==> src/design/nmea_enc_pkg.sv <==
// package for the nmea-style sentence encoder
// holds sizes, ascii codes, register indexes and helper functions
// used by the encoder top level and its checker
package nmea_enc_pkg;

  localparam int unsigned MAX_VALUES = 6;
  localparam int unsigned VAL_W      = 16;
  localparam int unsigned HDR_W      = 40;
  localparam int unsigned HDR_BYTES  = HDR_W / 8;
  localparam int unsigned CNT_W      = 3;
  localparam int unsigned VIDX_W     = $clog2(MAX_VALUES + 1);
  localparam int unsigned NDIG       = 5;
  localparam int unsigned BCD_W      = 4 * NDIG;
  localparam int unsigned DIDX_W     = $clog2(NDIG);
  localparam int unsigned STEP_W     = $clog2(VAL_W);
  localparam int unsigned HCNT_W     = $clog2(HDR_BYTES);

  // register indexes
  localparam logic REG_HDR0 = 1'b0;
  localparam logic REG_HDR1 = 1'b1;

  // header reset values, "SFIMU" and "SFMAG"
  localparam logic [HDR_W-1:0] HDR0_RST = 40'h5346494D55;
  localparam logic [HDR_W-1:0] HDR1_RST = 40'h53464D4147;

  // ascii codes
  localparam logic [7:0] CH_DOLLAR = 8'h24;
  localparam logic [7:0] CH_COMMA  = 8'h2C;
  localparam logic [7:0] CH_MINUS  = 8'h2D;
  localparam logic [7:0] CH_STAR   = 8'h2A;
  localparam logic [7:0] CH_ZERO   = 8'h30;
  localparam logic [7:0] CH_UPPER_A = 8'h41;
  localparam logic [7:0] CH_CR     = 8'h0D;
  localparam logic [7:0] CH_LF     = 8'h0A;

  // upper-case hex character of one nibble
  function automatic logic [7:0] hex_char(input logic [3:0] nib);
    logic [7:0] r;
    if (nib < 4'd10) begin
      r = CH_ZERO + {4'd0, nib};
    end else begin
      r = CH_UPPER_A + {4'd0, nib} - 8'd10;
    end
    return r;
  endfunction

  // one double-dabble step: add 3 to every digit of 5 or more
  function automatic logic [BCD_W-1:0] bcd_adjust(input logic [BCD_W-1:0] bcd);
    logic [BCD_W-1:0] r;
    r = bcd;
    for (int k = 0; k < NDIG; k++) begin
      if (bcd[4*k +: 4] >= 4'd5) begin
        r[4*k +: 4] = bcd[4*k +: 4] + 4'd3;
      end
    end
    return r;
  endfunction

  // index of the leading nonzero digit, zero when all digits are zero
  function automatic logic [DIDX_W-1:0] lead_digit(input logic [BCD_W-1:0] bcd);
    logic [DIDX_W-1:0] r;
    r = '0;
    for (int k = 0; k < NDIG; k++) begin
      if (bcd[4*k +: 4] != 4'd0) begin
        r = DIDX_W'(k);
      end
    end
    return r;
  endfunction

endpackage

==> src/design/nmea_style_sentence_encoder_unit.sv <==
// once start is taken, the first byte goes through the state register and then the output register;
// after it one byte per cycle, except a gap per value while the shared double-dabble unit converts it;
// the gap is shorter when a minus sign goes out during the first conversion step
// busy is high for the whole item, so a new start is taken only once the line feed is shown
// results cannot be stalled; bytes leave through a registered output stage
// reset (rst_ni low, async) returns to idle and loads the default headers
// top level of the nmea-style sentence encoder, depends on nmea_enc_pkg
// sequencer, shared bcd converter, checksum and output register
module nmea_style_sentence_encoder_unit
  import nmea_enc_pkg::*;
(
  input  logic                    clk_i,
  input  logic                    rst_ni,
  input  logic                    start,
  output logic                    busy,
  input  logic                    sentence_kind_i,
  input  logic [CNT_W-1:0]        value_count_i,
  input  logic signed [VAL_W-1:0] value_0_i,
  input  logic signed [VAL_W-1:0] value_1_i,
  input  logic signed [VAL_W-1:0] value_2_i,
  input  logic signed [VAL_W-1:0] value_3_i,
  input  logic signed [VAL_W-1:0] value_4_i,
  input  logic signed [VAL_W-1:0] value_5_i,
  input  logic                    cfg_valid_i,
  output logic                    cfg_ready_o,
  input  logic                    cfg_index_i,
  input  logic [HDR_W-1:0]        cfg_data_i,
  output logic                    out_strobe_o,
  output logic [7:0]              out_char_o,
  output logic                    last_char_o
);

  typedef enum logic [11:0] {
    S_IDLE   = 12'b0000_0000_0001,
    S_DOLLAR = 12'b0000_0000_0010,
    S_HDR    = 12'b0000_0000_0100,
    S_COMMA  = 12'b0000_0000_1000,
    S_SIGN   = 12'b0000_0001_0000,
    S_CONV   = 12'b0000_0010_0000,
    S_DIGIT  = 12'b0000_0100_0000,
    S_STAR   = 12'b0000_1000_0000,
    S_HEXHI  = 12'b0001_0000_0000,
    S_HEXLO  = 12'b0010_0000_0000,
    S_CR     = 12'b0100_0000_0000,
    S_LF     = 12'b1000_0000_0000
  } state_e;

  state_e                  state_q, state_d;
  logic [HDR_W-1:0]        hdr0_q, hdr1_q;
  logic [HDR_W-1:0]        hdr_q, hdr_d;
  logic [HCNT_W-1:0]       hcnt_q, hcnt_d;
  logic [VIDX_W-1:0]       cnt_q, cnt_d;
  logic [VIDX_W-1:0]       vidx_q, vidx_d;
  logic [VAL_W-1:0]        vals_q [MAX_VALUES];
  logic [VAL_W-1:0]        bin_q, bin_d;
  logic [BCD_W-1:0]        bcd_q, bcd_d;
  logic [STEP_W-1:0]       step_q, step_d;
  logic [DIDX_W-1:0]       didx_q, didx_d;
  logic [7:0]              chk_q, chk_d;
  logic [7:0]              char_q, char_d;
  logic                    strobe_q, strobe_d;
  logic                    last_q, last_d;
  logic                    accept;
  logic                    in_sum;
  logic [VAL_W-1:0]        cur_val;
  logic [BCD_W-1:0]        bcd_adj;
  logic [VIDX_W-1:0]       vidx_inc;

  assign accept      = start && !busy;
  assign busy        = (state_q != S_IDLE);
  assign cfg_ready_o = 1'b1;

  // config registers
  always_ff @(posedge clk_i or negedge rst_ni) begin
    if (!rst_ni) begin
      hdr0_q <= HDR0_RST;
      hdr1_q <= HDR1_RST;
    end else if (cfg_valid_i && cfg_ready_o) begin
      unique case (cfg_index_i)
        REG_HDR0: hdr0_q <= cfg_data_i;
        REG_HDR1: hdr1_q <= cfg_data_i;
        default:  hdr0_q <= hdr0_q;
      endcase
    end
  end

  // capture the item's values
  always_ff @(posedge clk_i) begin
    if (accept) begin
      vals_q[0] <= value_0_i;
      vals_q[1] <= value_1_i;
      vals_q[2] <= value_2_i;
      vals_q[3] <= value_3_i;
      vals_q[4] <= value_4_i;
      vals_q[5] <= value_5_i;
    end
  end

  assign cur_val  = vals_q[vidx_q[VIDX_W-1:0] < VIDX_W'(MAX_VALUES) ?
                           vidx_q : VIDX_W'(0)];
  assign bcd_adj  = bcd_adjust(bcd_q);
  assign vidx_inc = vidx_q + VIDX_W'(1);

  // sequencer
  always_comb begin
    state_d  = state_q;
    hdr_d    = hdr_q;
    hcnt_d   = hcnt_q;
    cnt_d    = cnt_q;
    vidx_d   = vidx_q;
    bin_d    = bin_q;
    bcd_d    = bcd_q;
    step_d   = step_q;
    didx_d   = didx_q;
    char_d   = CH_ZERO;
    strobe_d = 1'b0;
    last_d   = 1'b0;
    in_sum   = 1'b0;

    unique case (state_q)
      S_IDLE: begin
        if (accept) begin
          hdr_d  = sentence_kind_i ? hdr1_q : hdr0_q;
          cnt_d  = (value_count_i > CNT_W'(MAX_VALUES)) ? VIDX_W'(MAX_VALUES)
                                                          : VIDX_W'(value_count_i);
          vidx_d = '0;
          hcnt_d = '0;
          state_d = S_DOLLAR;
        end
      end
      S_DOLLAR: begin
        char_d   = CH_DOLLAR;
        strobe_d = 1'b1;
        state_d  = S_HDR;
      end
      S_HDR: begin
        char_d   = hdr_q[HDR_W-1 -: 8];
        strobe_d = 1'b1;
        in_sum   = 1'b1;
        hdr_d    = {hdr_q[HDR_W-9:0], 8'd0};
        hcnt_d   = hcnt_q + HCNT_W'(1);
        if (hcnt_q == HCNT_W'(HDR_BYTES - 1)) begin
          state_d = (cnt_q == '0) ? S_STAR : S_COMMA;
        end
      end
      S_COMMA: begin
        char_d   = CH_COMMA;
        strobe_d = 1'b1;
        in_sum   = 1'b1;
        bin_d    = cur_val[VAL_W-1] ? (~cur_val + VAL_W'(1)) : cur_val;
        bcd_d    = '0;
        step_d   = '0;
        state_d  = cur_val[VAL_W-1] ? S_SIGN : S_CONV;
      end
      S_SIGN: begin
        char_d   = CH_MINUS;
        strobe_d = 1'b1;
        in_sum   = 1'b1;
        {bcd_d, bin_d} = {bcd_adj, bin_q} << 1;
        step_d   = step_q + STEP_W'(1);
        state_d  = S_CONV;
      end
      S_CONV: begin
        {bcd_d, bin_d} = {bcd_adj, bin_q} << 1;
        step_d   = step_q + STEP_W'(1);
        if (step_q == STEP_W'(VAL_W - 1)) begin
          didx_d  = lead_digit(bcd_d);
          state_d = S_DIGIT;
        end
      end
      S_DIGIT: begin
        char_d   = CH_ZERO + {4'd0, bcd_q[4*didx_q +: 4]};
        strobe_d = 1'b1;
        in_sum   = 1'b1;
        if (didx_q == '0) begin
          vidx_d  = vidx_inc;
          state_d = (vidx_inc == cnt_q) ? S_STAR : S_COMMA;
        end else begin
          didx_d = didx_q - DIDX_W'(1);
        end
      end
      S_STAR: begin
        char_d   = CH_STAR;
        strobe_d = 1'b1;
        state_d  = S_HEXHI;
      end
      S_HEXHI: begin
        char_d   = hex_char(chk_q[7:4]);
        strobe_d = 1'b1;
        state_d  = S_HEXLO;
      end
      S_HEXLO: begin
        char_d   = hex_char(chk_q[3:0]);
        strobe_d = 1'b1;
        state_d  = S_CR;
      end
      S_CR: begin
        char_d   = CH_CR;
        strobe_d = 1'b1;
        state_d  = S_LF;
      end
      S_LF: begin
        char_d   = CH_LF;
        strobe_d = 1'b1;
        last_d   = 1'b1;
        state_d  = S_IDLE;
      end
      default: begin
        state_d = S_IDLE;
      end
    endcase
  end

  // running checksum over the bytes between '$' and '*'
  always_comb begin
    chk_d = chk_q;
    if (accept) begin
      chk_d = '0;
    end else if (in_sum) begin
      chk_d = chk_q ^ char_d;
    end
  end

  // control registers
  always_ff @(posedge clk_i or negedge rst_ni) begin
    if (!rst_ni) begin
      state_q  <= S_IDLE;
      hcnt_q   <= '0;
      cnt_q    <= '0;
      vidx_q   <= '0;
      step_q   <= '0;
      didx_q   <= '0;
      strobe_q <= 1'b0;
      last_q   <= 1'b0;
    end else begin
      state_q  <= state_d;
      hcnt_q   <= hcnt_d;
      cnt_q    <= cnt_d;
      vidx_q   <= vidx_d;
      step_q   <= step_d;
      didx_q   <= didx_d;
      strobe_q <= strobe_d;
      last_q   <= last_d;
    end
  end

  // datapath registers
  always_ff @(posedge clk_i) begin
    hdr_q  <= hdr_d;
    bin_q  <= bin_d;
    bcd_q  <= bcd_d;
    chk_q  <= chk_d;
    char_q <= char_d;
  end

  assign out_strobe_o = strobe_q;
  assign out_char_o   = char_q;
  assign last_char_o  = last_q;

endmodule

==> config.mk <==
export PLATFORM = sky130hd
export DESIGN_NAME = nmea_style_sentence_encoder_unit
export DESIGN_NICKNAME = d
export VERILOG_FILES = /design/src/design/nmea_enc_pkg.sv /design/src/design/nmea_style_sentence_encoder_unit.sv
export SDC_FILE = /design/constraint.sdc
export NUM_CORES = 1
export LEC_CHECK = 0
export ABC_AREA = 1
export BUFFER_PORTS_ARGS = -buffer_cell sky130_fd_sc_hd__buf_2
export CAP_MARGIN = 20
export CORE_MARGIN = 1.5
export CORE_UTILIZATION = 30
export CTS_BUF_LIST = sky130_fd_sc_hd__clkbuf_2
export CTS_CLUSTER_DIAMETER = 200
export DETAILED_ROUTE_END_ITERATION = 8
export HOLD_SLACK_MARGIN = 0.02
export MAX_ROUTING_LAYER = met4
export PLACE_DENSITY = 0.57
export RECOVER_POWER = 100
export SLEW_MARGIN = 20
export SYNTH_ARGS = -nofsm -noshare
export SYNTH_HDL_FRONTEND = slang
export SYNTH_SLANG_ARGS = --single-unit
==> constraint.sdc <==
create_clock -name clk_i -period 4.7 [get_ports clk_i]
set_input_delay 0.94 -clock clk_i [delete_from_list [all_inputs] [get_ports clk_i]]
set_output_delay 0.94 -clock clk_i [all_outputs]
set_load 0.02 [all_outputs]
==> results of run 1 <==
[worst paths after layout]
| check | slack, ns | end | from |
|---|---|---|---|
| max reg2reg | 0.93 | vals_q[0][10]$_DFFE_PP_ | state_q[5]$_DFFE_PN0P_ |
| max | 0.93 | vals_q[0][10]$_DFFE_PP_ | state_q[5]$_DFFE_PN0P_ |
| min in group asynchronous | 1.06 | hdr1_q[28]$_DFFE_PN0P_ | rst_ni |
| max in group asynchronous | 1.02 | hdr1_q[7]$_DFFE_PN0P_ | rst_ni |
| min reg2reg | 0.47 | chk_q[6]$_SDFFE_PP0P_ | hdr_q[38]$_DFFE_PP_ |
| min | 0.15 | vals_q[5][9]$_DFFE_PP_ | value_5_i[9] |
[Yosys cell counts, drive strengths merged, types with 13 or more instances]
| library cell | instances |
|---|---|
| a21oi | 40 |
| a31oi | 35 |
| buf | 30 |
| clkbuf | 32 |
| dfrtp | 74 |
| dfstp | 36 |
| dfxtp | 16 |
| edfxtp | 172 |
| ha | 19 |
| inv | 145 |
| nand2 | 372 |
| nand3 | 91 |
| nand4 | 13 |
| nor2 | 125 |
| o21ai | 150 |
[report_power, final]
part | total, mW | internal [mW] | leakage [nW] | switching (mW)
clock network | 1.91 | 0.787 | 0.583 | 1.12
registers | 3.68 | 3.47 | 3.11 | 0.212
logic | 1.41 | 0.422 | 3.19 | 0.990
[logic make-up (layout without fill, tap and decap cells)]
group / Yosys count / after routing
flip-flops: 298 / 298
AND/OR/NAND/NOR: 628 / 628
adder cells (fa/ha/maj): 19 / 19
AO/OA/AOI/OAI: 253 / 253
other: 1 / 3
buffers and inverters: 209 / 481
XOR/XNOR: 17 / 17
[cell usage in the layout, fill, tap and decap left out, types with 4 or more instances in the layout]
cell,instances
o211ai_1,6
or2_2,5
dfrtp_1,74
a31oi_1,35
nand2_1,368
ha_1,19
edfxtp_1,172
clkbuf_2,132
o21ai_1,5
nand3_1,91
xnor2_1,5
dfxtp_1,16
o21a_1,4
buf_2,121
nor2_1,124
o21ai_0,144
dlygate4sd3_1,18
clkinv_1,13
dfstp_2,35
a21oi_1,40
nor3_1,10
nand3b_1,8
xor2_1,12
inv_1,142
clkbuf_1,38
buf_4,7
nand4_1,13
[cell type report]
cell class                      instances  share of cell area
Tap cell                              592              0.0472
Clock buffer                          131              0.0417
Antenna cell                            2            0.000319
Timing Repair Buffer                  187              0.0635
Clock inverter                         16             0.00661
Inverter                              147              0.0352
Multi-Input combinational cell        918               0.278
Sequential cell                       298               0.527
[metal layers]
metal / track usage / up-vias
met5: - / -
met4: 0.0599 / 0
met3: 0.0335 / 75
met2: 0.239 / 225
met1: 0.186 / 4989
li1: - / 5221
[state kept, by name, summed over array words and instances (netlist names), 12 cells and up]
register	count
vals_q	96
hdr1_q	40
bcd_q	20
hdr_q	40
hdr0_q	40
state_q	12
bin_q	16
[what timing repair did]
action | CTS | global route
setup buffers | 0 | 0
hold buffers | 17 | 1
endpoints found under the hold margin | 17 | 29
==> key figures, run 1 <==
Timing
  – Slew HR: -0.404
  – Setup TNS: 0 ns
  – Final Slew Violations: between 200 and 250
  – Final setup violation count: 0
  – Period minus WS final: roughly 3.8 ns
  – Period utilisation layout: 0.802
  – PnR worst setup slack: 0.931 ns
  – Hold Slack: about 0.15 ns
  – Achievable frequency: 265 MHz
  – RSZ-0062 raised after global routing: no
  – Worst slew pin tran: about 2.1 ns
  – Final hold vios: 0
  – Worst clock skew: 0.0948 ns

Clock network
  – Clock Latency Late Sink: 0.98 ns
  – CTS H-Tree Depth: 3
  – Clock root buffer: clkbuf_2
  – CTS tree: built
  – CTS Buffer Depth: 3
  – Post_cts resized: 0
  – Clock transition at the registers of the reported paths: 0.11 ns
  – CTS Sinks: between 200 and 300
  – Total CTS buffers: 82

Synthesis
  – Post-synthesis mux area share: 0
  – Top cell type's share of synthesized area: 0.382
  – Largest family of logic cells by synthesized area: simple AND/OR/NAND/NOR gates
  – Synth Flop Type: edfxtp_1
  – EDFF count, synth: 172
  – Simple-gate area share of the yosys netlist: 0.191
  – Asr flop ratio synth: 0.369
  – Area fraction in compound gates after synthesis: 0.103
  – Post-Syn Area: 13500 µm²
  – Main area contributors after synthesis: edfxtp_1 38%, dfrtp_1 14%, nand2_1 10%, dfstp_2 7.0%, o21ai_0 5.2%
  – Post-synth cell types: 46
  – Post-synthesis adder-cell area fraction: 0.0176
  – Post-Syn Nets: approximately 1600
  – Syn Inst Count: 1425
  – Yosys reg bits: 298
  – Synth Area in XOR/XNOR: 0.0110
  – Yosys top cell by area: edfxtp_1
  – Syn Area/Cell: approximately 9.5 µm²
  – Register area share after synthesis: 0.612
  – Warnings, synthesis: 0

Place
  – Post-DP HPWL: 22500 µm
  – GP Congestion: approximately 0.84
  – Cells after DPL: 2124
  – Placed Area: 14900 µm²
  – PortBufs: 155
  – Dpl ws: 1.35 ns

Floorplanning
  – Initial Util: 0.305
  – Die height: 215 µm
  – Core box area: 44300 µm²
  – Chip width: 215 µm
  – Die ar.: 46400 µm²
  – I/O pins: 157
  – Rows: 77

Detailed routing
  – Wire length on met3: 1660 µm
  – DRT Pass-1 Iters: 7
  – Routed length per instance: approximately 15 µm
  – Vias per std cell: 4.59
  – Initial DRC count: 691
  – WL met2: approximately 16000 µm
  – DR top layer: met4
  – Post-route ant nets: 0
  – Routed via count: 10510
  – Met1 WL: 14800 µm
  – WL final: about 34000 µm
  – DRC Markers: 0

Global route
  – First-pass GRT wire length: 54300 µm
  – Initial antenna violation count: 2
  – Grt total ovfl: 0
  – Largest net degree at the start of global routing: 80
  – Total Routing Usage GR: 0.150
  – Vias in the first global route: about 11000

Min path
  – WHS Path Cells: 1
  – Type of the worst min-delay path: input pin to flop

Power and ir drop
  – Pleak: 6.88 nW
  – Power per cell area: 446 nW/µm²
  – Total Power: 7.00 mW
  – Worst IR Drop VDD: 0.000179 V

Setup path
  – Max FO, Critical Path: 75
  – Worst setup SP type: flop
  – Crit path top cell by count: nor2_1
  – Critical Path RT: 5.28 ns
  – CP Buf/Inv Count: 2
  – WS Path Type: flop to flop
  – CP arrival: 4.35 ns
  – CP top delay family: buffers and inverters
  – CP Capture Type: flop
  – Cell count along the critical path: 6
  – Biggest cell delay along the critical path: 0.95 ns
  – Reg2Reg Depth: 6
  – Crit-path cells: nor2_1 > nand2_1 > nor2_1 > nand3_1 > clkinvlp_2 > clkbuf_4
  – CP max-delay cell: clkbuf_4

Layout
  – Share of cells above drive strength 1: 0.186
  – Layout Nets: 1798
  – Non-Filler Instances: ~2300
  – Reg area: 8280 µm²
  – Final Instance Area: 15700 µm²
  – Post-layout util: 0.354
  – Multi-input logic area: roughly 4400 µm²
  – Filler cells: 4647
  – Area Growth Syn to Fin: 16.1%

Status
  – Status: complete, but fails checks
  – Failing checks: capacitance limit, slew limit

Job
  – Max Cap Viol: 4
No activity file was read; power rests on OpenSTA's default activity.
==> run 2, diff against run 1 <==
==> constraint.sdc (replaced) <==
create_clock -name clk_i -period 3.8 [get_ports clk_i]
set_input_delay 0.76 -clock clk_i [delete_from_list [all_inputs] [get_ports clk_i]]
set_output_delay 0.76 -clock clk_i [all_outputs]
set_load 0.02 [all_outputs]
==> run 2 against run 1 <==
The run still ends with capacitance limit, slew limit left. Register-to-register slack got worse by 0.40 ns. Sequential cell count stayed put. Maximum frequency rose by 15%. Setup slack got worse by 0.40 ns. Largest cell class unchanged. Core utilization grew 2.8 points. Clock-buffer cell count is 10 lower. Combinational power increased by 30%. Wire length rose by 2.6%.
==> key figures, run 2 (synthesis gave the netlist of run 1 again) <==
Status
  – Status: complete, but fails checks
  – Failing checks: capacitance limit, slew limit

Place
  – Dpl ws: roughly 0.77 ns
  – PortBufs: 155
  – Post-DP HPWL: roughly 22000 µm
  – Placed Area: ~15000 µm²
  – GP Congestion: 0.835

Power and ir drop
  – Pleak: approximately 7.4 nW
  – Power per cell area: 510 nW/µm²
  – Worst IR Drop VDD: 0.000227 V

Clock network
  – Total CTS buffers: a little under 80
  – Clock transition at the registers of the reported paths: 0.10 ns
  – Clock Latency Late Sink: about 1.0 ns
  – Post_cts resized: 0
  – CTS Buffer Depth: 3
  – CTS Sinks: 298
  – CTS tree: built
  – CTS H-Tree Depth: 3
  – Post-CTS Setup Bufs: 0
  – Clock root buffer: clkbuf_2
  – Hold_buf cts: 140

Timing
  – Final Slew Violations: between 100 and 150
  – Final hold vios: 0
  – Worst clock skew: roughly 0.14 ns
  – Slew HR: -0.120
  – Period utilisation layout: 0.860
  – RSZ-0062 raised after global routing: no
  – Setup TNS: 0 ns
  – PnR worst setup slack: between 0.5 and 0.6 ns
  – Period minus WS final: ~3.3 ns
  – Final setup violation count: 0
  – Worst slew pin tran: 1.68 ns
  – Achievable frequency: 306 MHz

Layout
  – Share of cells above drive strength 1: 0.168
  – Biggest register: vals_q
  – Most frequent cells in the layout: 367 x nand2_1, 172 x edfxtp_1, 143 x inv_1, 143 x o21ai_0, 140 x dlygate4sd3_1
  – Number of flip-flops in the largest register: 96
  – Area Growth Syn to Fin: 25.1%
  – Layout Nets: between 1500 and 2000
  – Final Instance Area: 16900 µm²
  – Commonest non-fill, non-tap cell in the layout: nand2_1

Min path
  – Type of the worst min-delay path: input pin to flop
  – Hold path startpoint: start

Floorplanning
  – Rows: 77
  – Initial Util: 0.305
  – Die height: 215 µm
  – Chip width: 215 µm
  – Die ar.: 46400 µm²
  – Core box area: 44300 µm²
  – I/O pins: 157

Detailed routing
  – Vias per std cell: 4.59
  – WL final: 34500 µm
  – Initial DRC count: 613
  – Post-route ant nets: 0
  – DRT Pass-1 Iters: 7
  – DRC Markers: 0
  – Routed length per instance: 14.3 µm
  – Routed via count: 11085

Setup path
  – Crit-path cells: nor2_1 > nand2_1 > nor2_1 > nand3_1 > clkinvlp_2 > clkbuf_2 > buf_4
  – CP Capture Type: flop
  – Crit path top cell by count: nor2_1
  – CP top delay family: buffers and inverters
  – CP Launch Point: state_q[9]$_DFFE_PN0P_
  – CP Buf/Inv Count: 3
  – CP arrival: 3.87 ns
  – CP max-delay cell: clkbuf_2
  – WS Path Type: flop to flop
  – Critical Path RT: 4.40 ns
  – Reg-to-reg startpoint: state_q[9]$_DFFE_PN0P_
  – Max FO, Critical Path: 55
  – Biggest cell delay along the critical path: 0.77 ns
  – Worst setup SP type: flop

Global route
  – Total Routing Usage GR: 0.157
  – Initial antenna violation count: 2
  – Largest net degree at the start of global routing: 74
  – First-pass GRT wire length: ~57000 µm
  – Vias in the first global route: 11413
  – Grt total ovfl: 0

Job
  – Max Cap Viol: 3
run 2: worst paths after layout:
| kind | to | slack, ns | cells after the start |
|---|---|---|---|
| worst max-delay path | vals_q[2][10]$_DFFE_PP_ | 0.53 | 7 |
| worst min-delay path | hcnt_q[2]$_DFFE_PN0P_ | 0.25 | 4 |
| worst max register to register | vals_q[2][10]$_DFFE_PP_ | 0.53 | 7 |
| worst min register to register | chk_q[6]$_SDFFE_PP0P_ | 0.46 | 1 |
| max in group asynchronous | step_q[3]$_DFFE_PN0P_ | 1.14 | 3 |
| min in group asynchronous | last_char_o$_DFF_PN0_ | 0.73 | 2 |
run 2: metrics by stage:
stage / power, mW / hold WS (ns) / utilization / cells
6_report: 8.64 / 0.250 / 0.382 / 2414
5_1_grt: 9.26 / 0.196 / 0.382 / 2414
4_1_cts: 8.80 / 0.0755 / 0.384 / 2411
3_5_place_dp: 6.37 / 0.449 / 0.336 / 2128
3_3_place_gp: 6.34 / 0.443 / 0.336 / 2128
2_1_floorplan: 5.77 / 0.428 / - / 1425
run 2: metal layers:
metal,global-route usage,wire [µm],vias to the layer above
li1,-,-,5486
met2,0.259,17300,272
met4,0.0718,1170,0
met1,0.180,14500,5232
met5,-,0,-
met3,0.0395,1570,95
run 2: layout make-up:
class,count,area [µm²]
Clock buffer,121,606
Tap cell,592,741
Timing Repair Buffer,314,2240
Fill cell,4488,27400
Clock inverter,22,129
Inverter,147,553
Multi-Input combinational cell,918,4370
Antenna cell,2,5.00
Sequential cell,298,8280
run 2: report_power, final:
| group | switching [mW] | internal, mW |
|---|---|---|
| registers | 0.251 | 4.28 |
| logic | 1.23 | 0.612 |
| clock network | 1.34 | 0.921 |
run 2: worst register-to-register path: cells and delay by family (launching register included):
| kind | cells | cell delay [ns] |
|---|---|---|
| simple gates | 4 | 0.79 |
| flops | 1 | 0.41 |
| buf+inv | 3 | 1.63 |
==> run 3, diff against run 2 <==
--- a/config.mk
+++ b/config.mk
@@ -13,9 +13,10 @@
 export CTS_BUF_LIST = sky130_fd_sc_hd__clkbuf_2
 export CTS_CLUSTER_DIAMETER = 200
 export DETAILED_ROUTE_END_ITERATION = 8
+export GPL_ROUTABILITY_DRIVEN = 1
 export HOLD_SLACK_MARGIN = 0.02
 export MAX_ROUTING_LAYER = met4
-export PLACE_DENSITY = 0.57
+export PLACE_DENSITY = 0.58
 export RECOVER_POWER = 100
 export SLEW_MARGIN = 20
 export SYNTH_ARGS = -nofsm -noshare
==> constraint.sdc (replaced) <==
create_clock -name clk_i -period 2.8 [get_ports clk_i]
set_input_delay 0.56 -clock clk_i [delete_from_list [all_inputs] [get_ports clk_i]]
set_output_delay 0.56 -clock clk_i [all_outputs]
set_load 0.02 [all_outputs]
==> run 3 against run 2 <==
Global-route usage grew 0.078 points. Highest routed layer unchanged. Final area rose by 1.4%. Clock skew increased by 0.0062 ns. Clock-buffer cell count is 9 higher. The flow still finishes with violations (capacitance limit, slew limit). Critical path depth is 10 higher. Combinational power rose by 51%. Maximum frequency up 22%. Sequential power grew 36%. Sequential cell count did not move. Cell count grew 0.91%. Via count increased by 1.9%. Hold slack worse by 0.098 ns.
==> key figures, run 3 (synthesis gave the netlist of run 1 again) <==
Floorplanning
  – Chip width: 215 µm
  – Rows: between 70 and 80
  – Die ar.: 46400 µm²
  – I/O pins: 157
  – Core box area: 44300 µm²
  – Die height: 215 µm
  – Initial Util: 0.305

Clock network
  – CTS Sinks: 298
  – Total CTS buffers: 81
  – CTS Buffer Depth: 3
  – CTS H-Tree Depth: 3
  – Clock Latency Late Sink: 1.00 ns
  – Clock root buffer: clkbuf_2
  – Clock transition at the registers of the reported paths: 0.10 ns
  – CTS tree: built

Setup path
  – CP Capture Type: flop
  – Worst setup SP type: flop
  – FF-to-FF setup slack: 0.13 ns
  – Reg-to-reg endpoint: vidx_q[2]$_DFFE_PN0P_
  – Crit path top cell by count: buf_4
  – CP max-delay cell: dfstp_2
  – Crit-path cells: inv_1 > nor4_2 > nand2_2 > clkbuf_4 > buf_4 > buf_4 > buf_4 > buf_4 > buf_4 > buf_4 > buf_4 > buf_4 > o21ai_2 > inv_1 > nand2_1 > nand2_1 > o21ai_0
  – Reg-to-reg startpoint: state_q[0]$_DFFE_PN1P_
  – Biggest cell delay along the critical path: 0.55 ns
  – Max FO, Critical Path: 3
  – Critical Path RT: 3.63 ns
  – Reg2Reg Depth: 17
  – WS Path Type: flop to flop
  – Worst setup endpoint: vidx_q[2]$_DFFE_PN0P_
  – CP arrival: 3.50 ns
  – CP Launch Point: state_q[0]$_DFFE_PN1P_

Detailed routing
  – Routed via count: ~11000
  – DRC Markers: 0
  – Initial DRC count: 682
  – DRT Pass-1 Iters: 5
  – WL final: ~35000 µm
  – Vias per std cell: 4.64
  – Post-route ant nets: 0
  – Routed length per instance: around 15 µm

Timing
  – Achievable frequency: 374 MHz
  – Slew HR: -0.336
  – Final setup violation count: 0
  – Period minus WS final: between 2 and 3 ns
  – Worst clock skew: 0.146 ns
  – Period utilisation layout: 0.954
  – Final Slew Violations: 51
  – Worst slew pin tran: around 2 ns
  – RSZ-0062 raised after global routing: no
  – PnR worst setup slack: around 0.13 ns
  – Final hold vios: 0
  – Setup TNS: 0 ns

Global route
  – Vias in the first global route: around 11000
  – First-pass GRT wire length: ~57000 µm
  – Total Routing Usage GR: 0.158
  – Grt total ovfl: 0
  – Initial antenna violation count: 3
  – Largest net degree at the start of global routing: 73

Layout
  – Number of flip-flops in the largest register: 96
  – Post-layout util: 0.387
  – Commonest non-fill, non-tap cell in the layout: nand2_1
  – Layout Nets: between 1500 and 2000
  – Most frequent cells in the layout: 365 x nand2_1, 172 x edfxtp_1, 142 x inv_1
  – Share of cells above drive strength 1: 0.186
  – Area Growth Syn to Fin: 26.8%
  – Biggest register: vals_q

Power and ir drop
  – Pleak: 7.51 nW
  – Clk pwr share: 0.258
  – Power per cell area: 702 nW/µm²
  – Total Power: 12.1 mW
  – Combinational fraction of design power: 0.230
  – Psw: 3.92 mW
  – Switch share: 0.325
  – Sequential power share: 0.512
  – Worst IR Drop VDD: 0.000341 V
  – Internal Power: 8.13 mW

Status
  – Status: complete, but fails checks
  – Failing checks: capacitance limit, slew limit

Place
  – GP Congestion: 0.855
  – Dpl ws: 0.292 ns
  – PortBufs: 155
  – Post-DP HPWL: 22800 µm

Min path
  – WHS Path Cells: 4
  – Type of the worst min-delay path: input pin to flop

Job
  – Max Cap Viol: 1
==> run 3: worst max-delay path: cells and delay by family (launching register included) <==
| family | cells | cell delay, ns |
|---|---|---|
| AOI/OAI and AO/OA | 2 | 0.22 |
| buffers and inverters | 11 | 1.27 |
| and+or+nand+nor | 4 | 0.49 |
| DFF | 1 | 0.55 |
==> run 3: layer usage <==
metal / track usage / vias up / share of wire
li1: - / 5520 / -
met4: 0.0704 / 0 / 0.029
met1: 0.176 / 5400 / 0.41
met5: - / - / 0
met2: 0.270 / 302 / 0.52
met3: 0.0352 / 77 / 0.046
==> run 3: layout make-up <==
type,instances,area (µm²)
fillers,4476,27200
flip-flops and latches,298,8280
multi-input cells,918,4410
repair buffers,337,2430
well taps,592,741
clock buffers,130,651
inverters,147,556
clock inverters,11,80.1
diodes,3,7.51
==> run 3: timing repair <==
item,CTS,global route
resized for setup,7,11
gates cloned,0,0
pin swaps,3,2
setup buffers,10,2
endpoints found under the hold margin,269,0
setup endpoints to repair,1,7
hold buffers,142,0
==> run 3: power groups by stage <==
stage          Combinational (mW)  Clock, mW  Sequential (mW)
6_report                     2.77       3.11             6.17
4_1_cts                      2.85       3.25             6.17
3_3_place_gp                 2.48          0             6.24
5_1_grt                      3.12       3.47             6.26
2_1_floorplan                1.64          0             6.18
3_5_place_dp                 2.52          0             6.25
==> run 3: worst min-delay path by stage <==
stage,startpoint,to,slack (ns)
after global routing,start,state_q[0]$_DFFE_PN1P_,0.05
after CTS,start,state_q[1]$_DFFE_PN0P_,0.03
final,start,state_q[0]$_DFFE_PN1P_,0.15
after global placement,chk_q[6]$_SDFFE_PP0P_,chk_q[6]$_SDFFE_PP0P_,0.45
after detailed placement,chk_q[6]$_SDFFE_PP0P_,chk_q[6]$_SDFFE_PP0P_,0.46
after floorplan,rst_ni,cnt_q[0]$_DFFE_PN0P_,0.26
==> run 3: through the flow <==
stage,hold slack [ns],instances,instance area (µm²)
6_report,0.152,2436,17200
5_1_grt,0.0542,2436,17200
4_1_cts,0.0305,2431,17300
3_5_place_dp,0.456,2138,15000
3_3_place_gp,0.449,2138,15000
2_1_floorplan,0.264,1425,13500
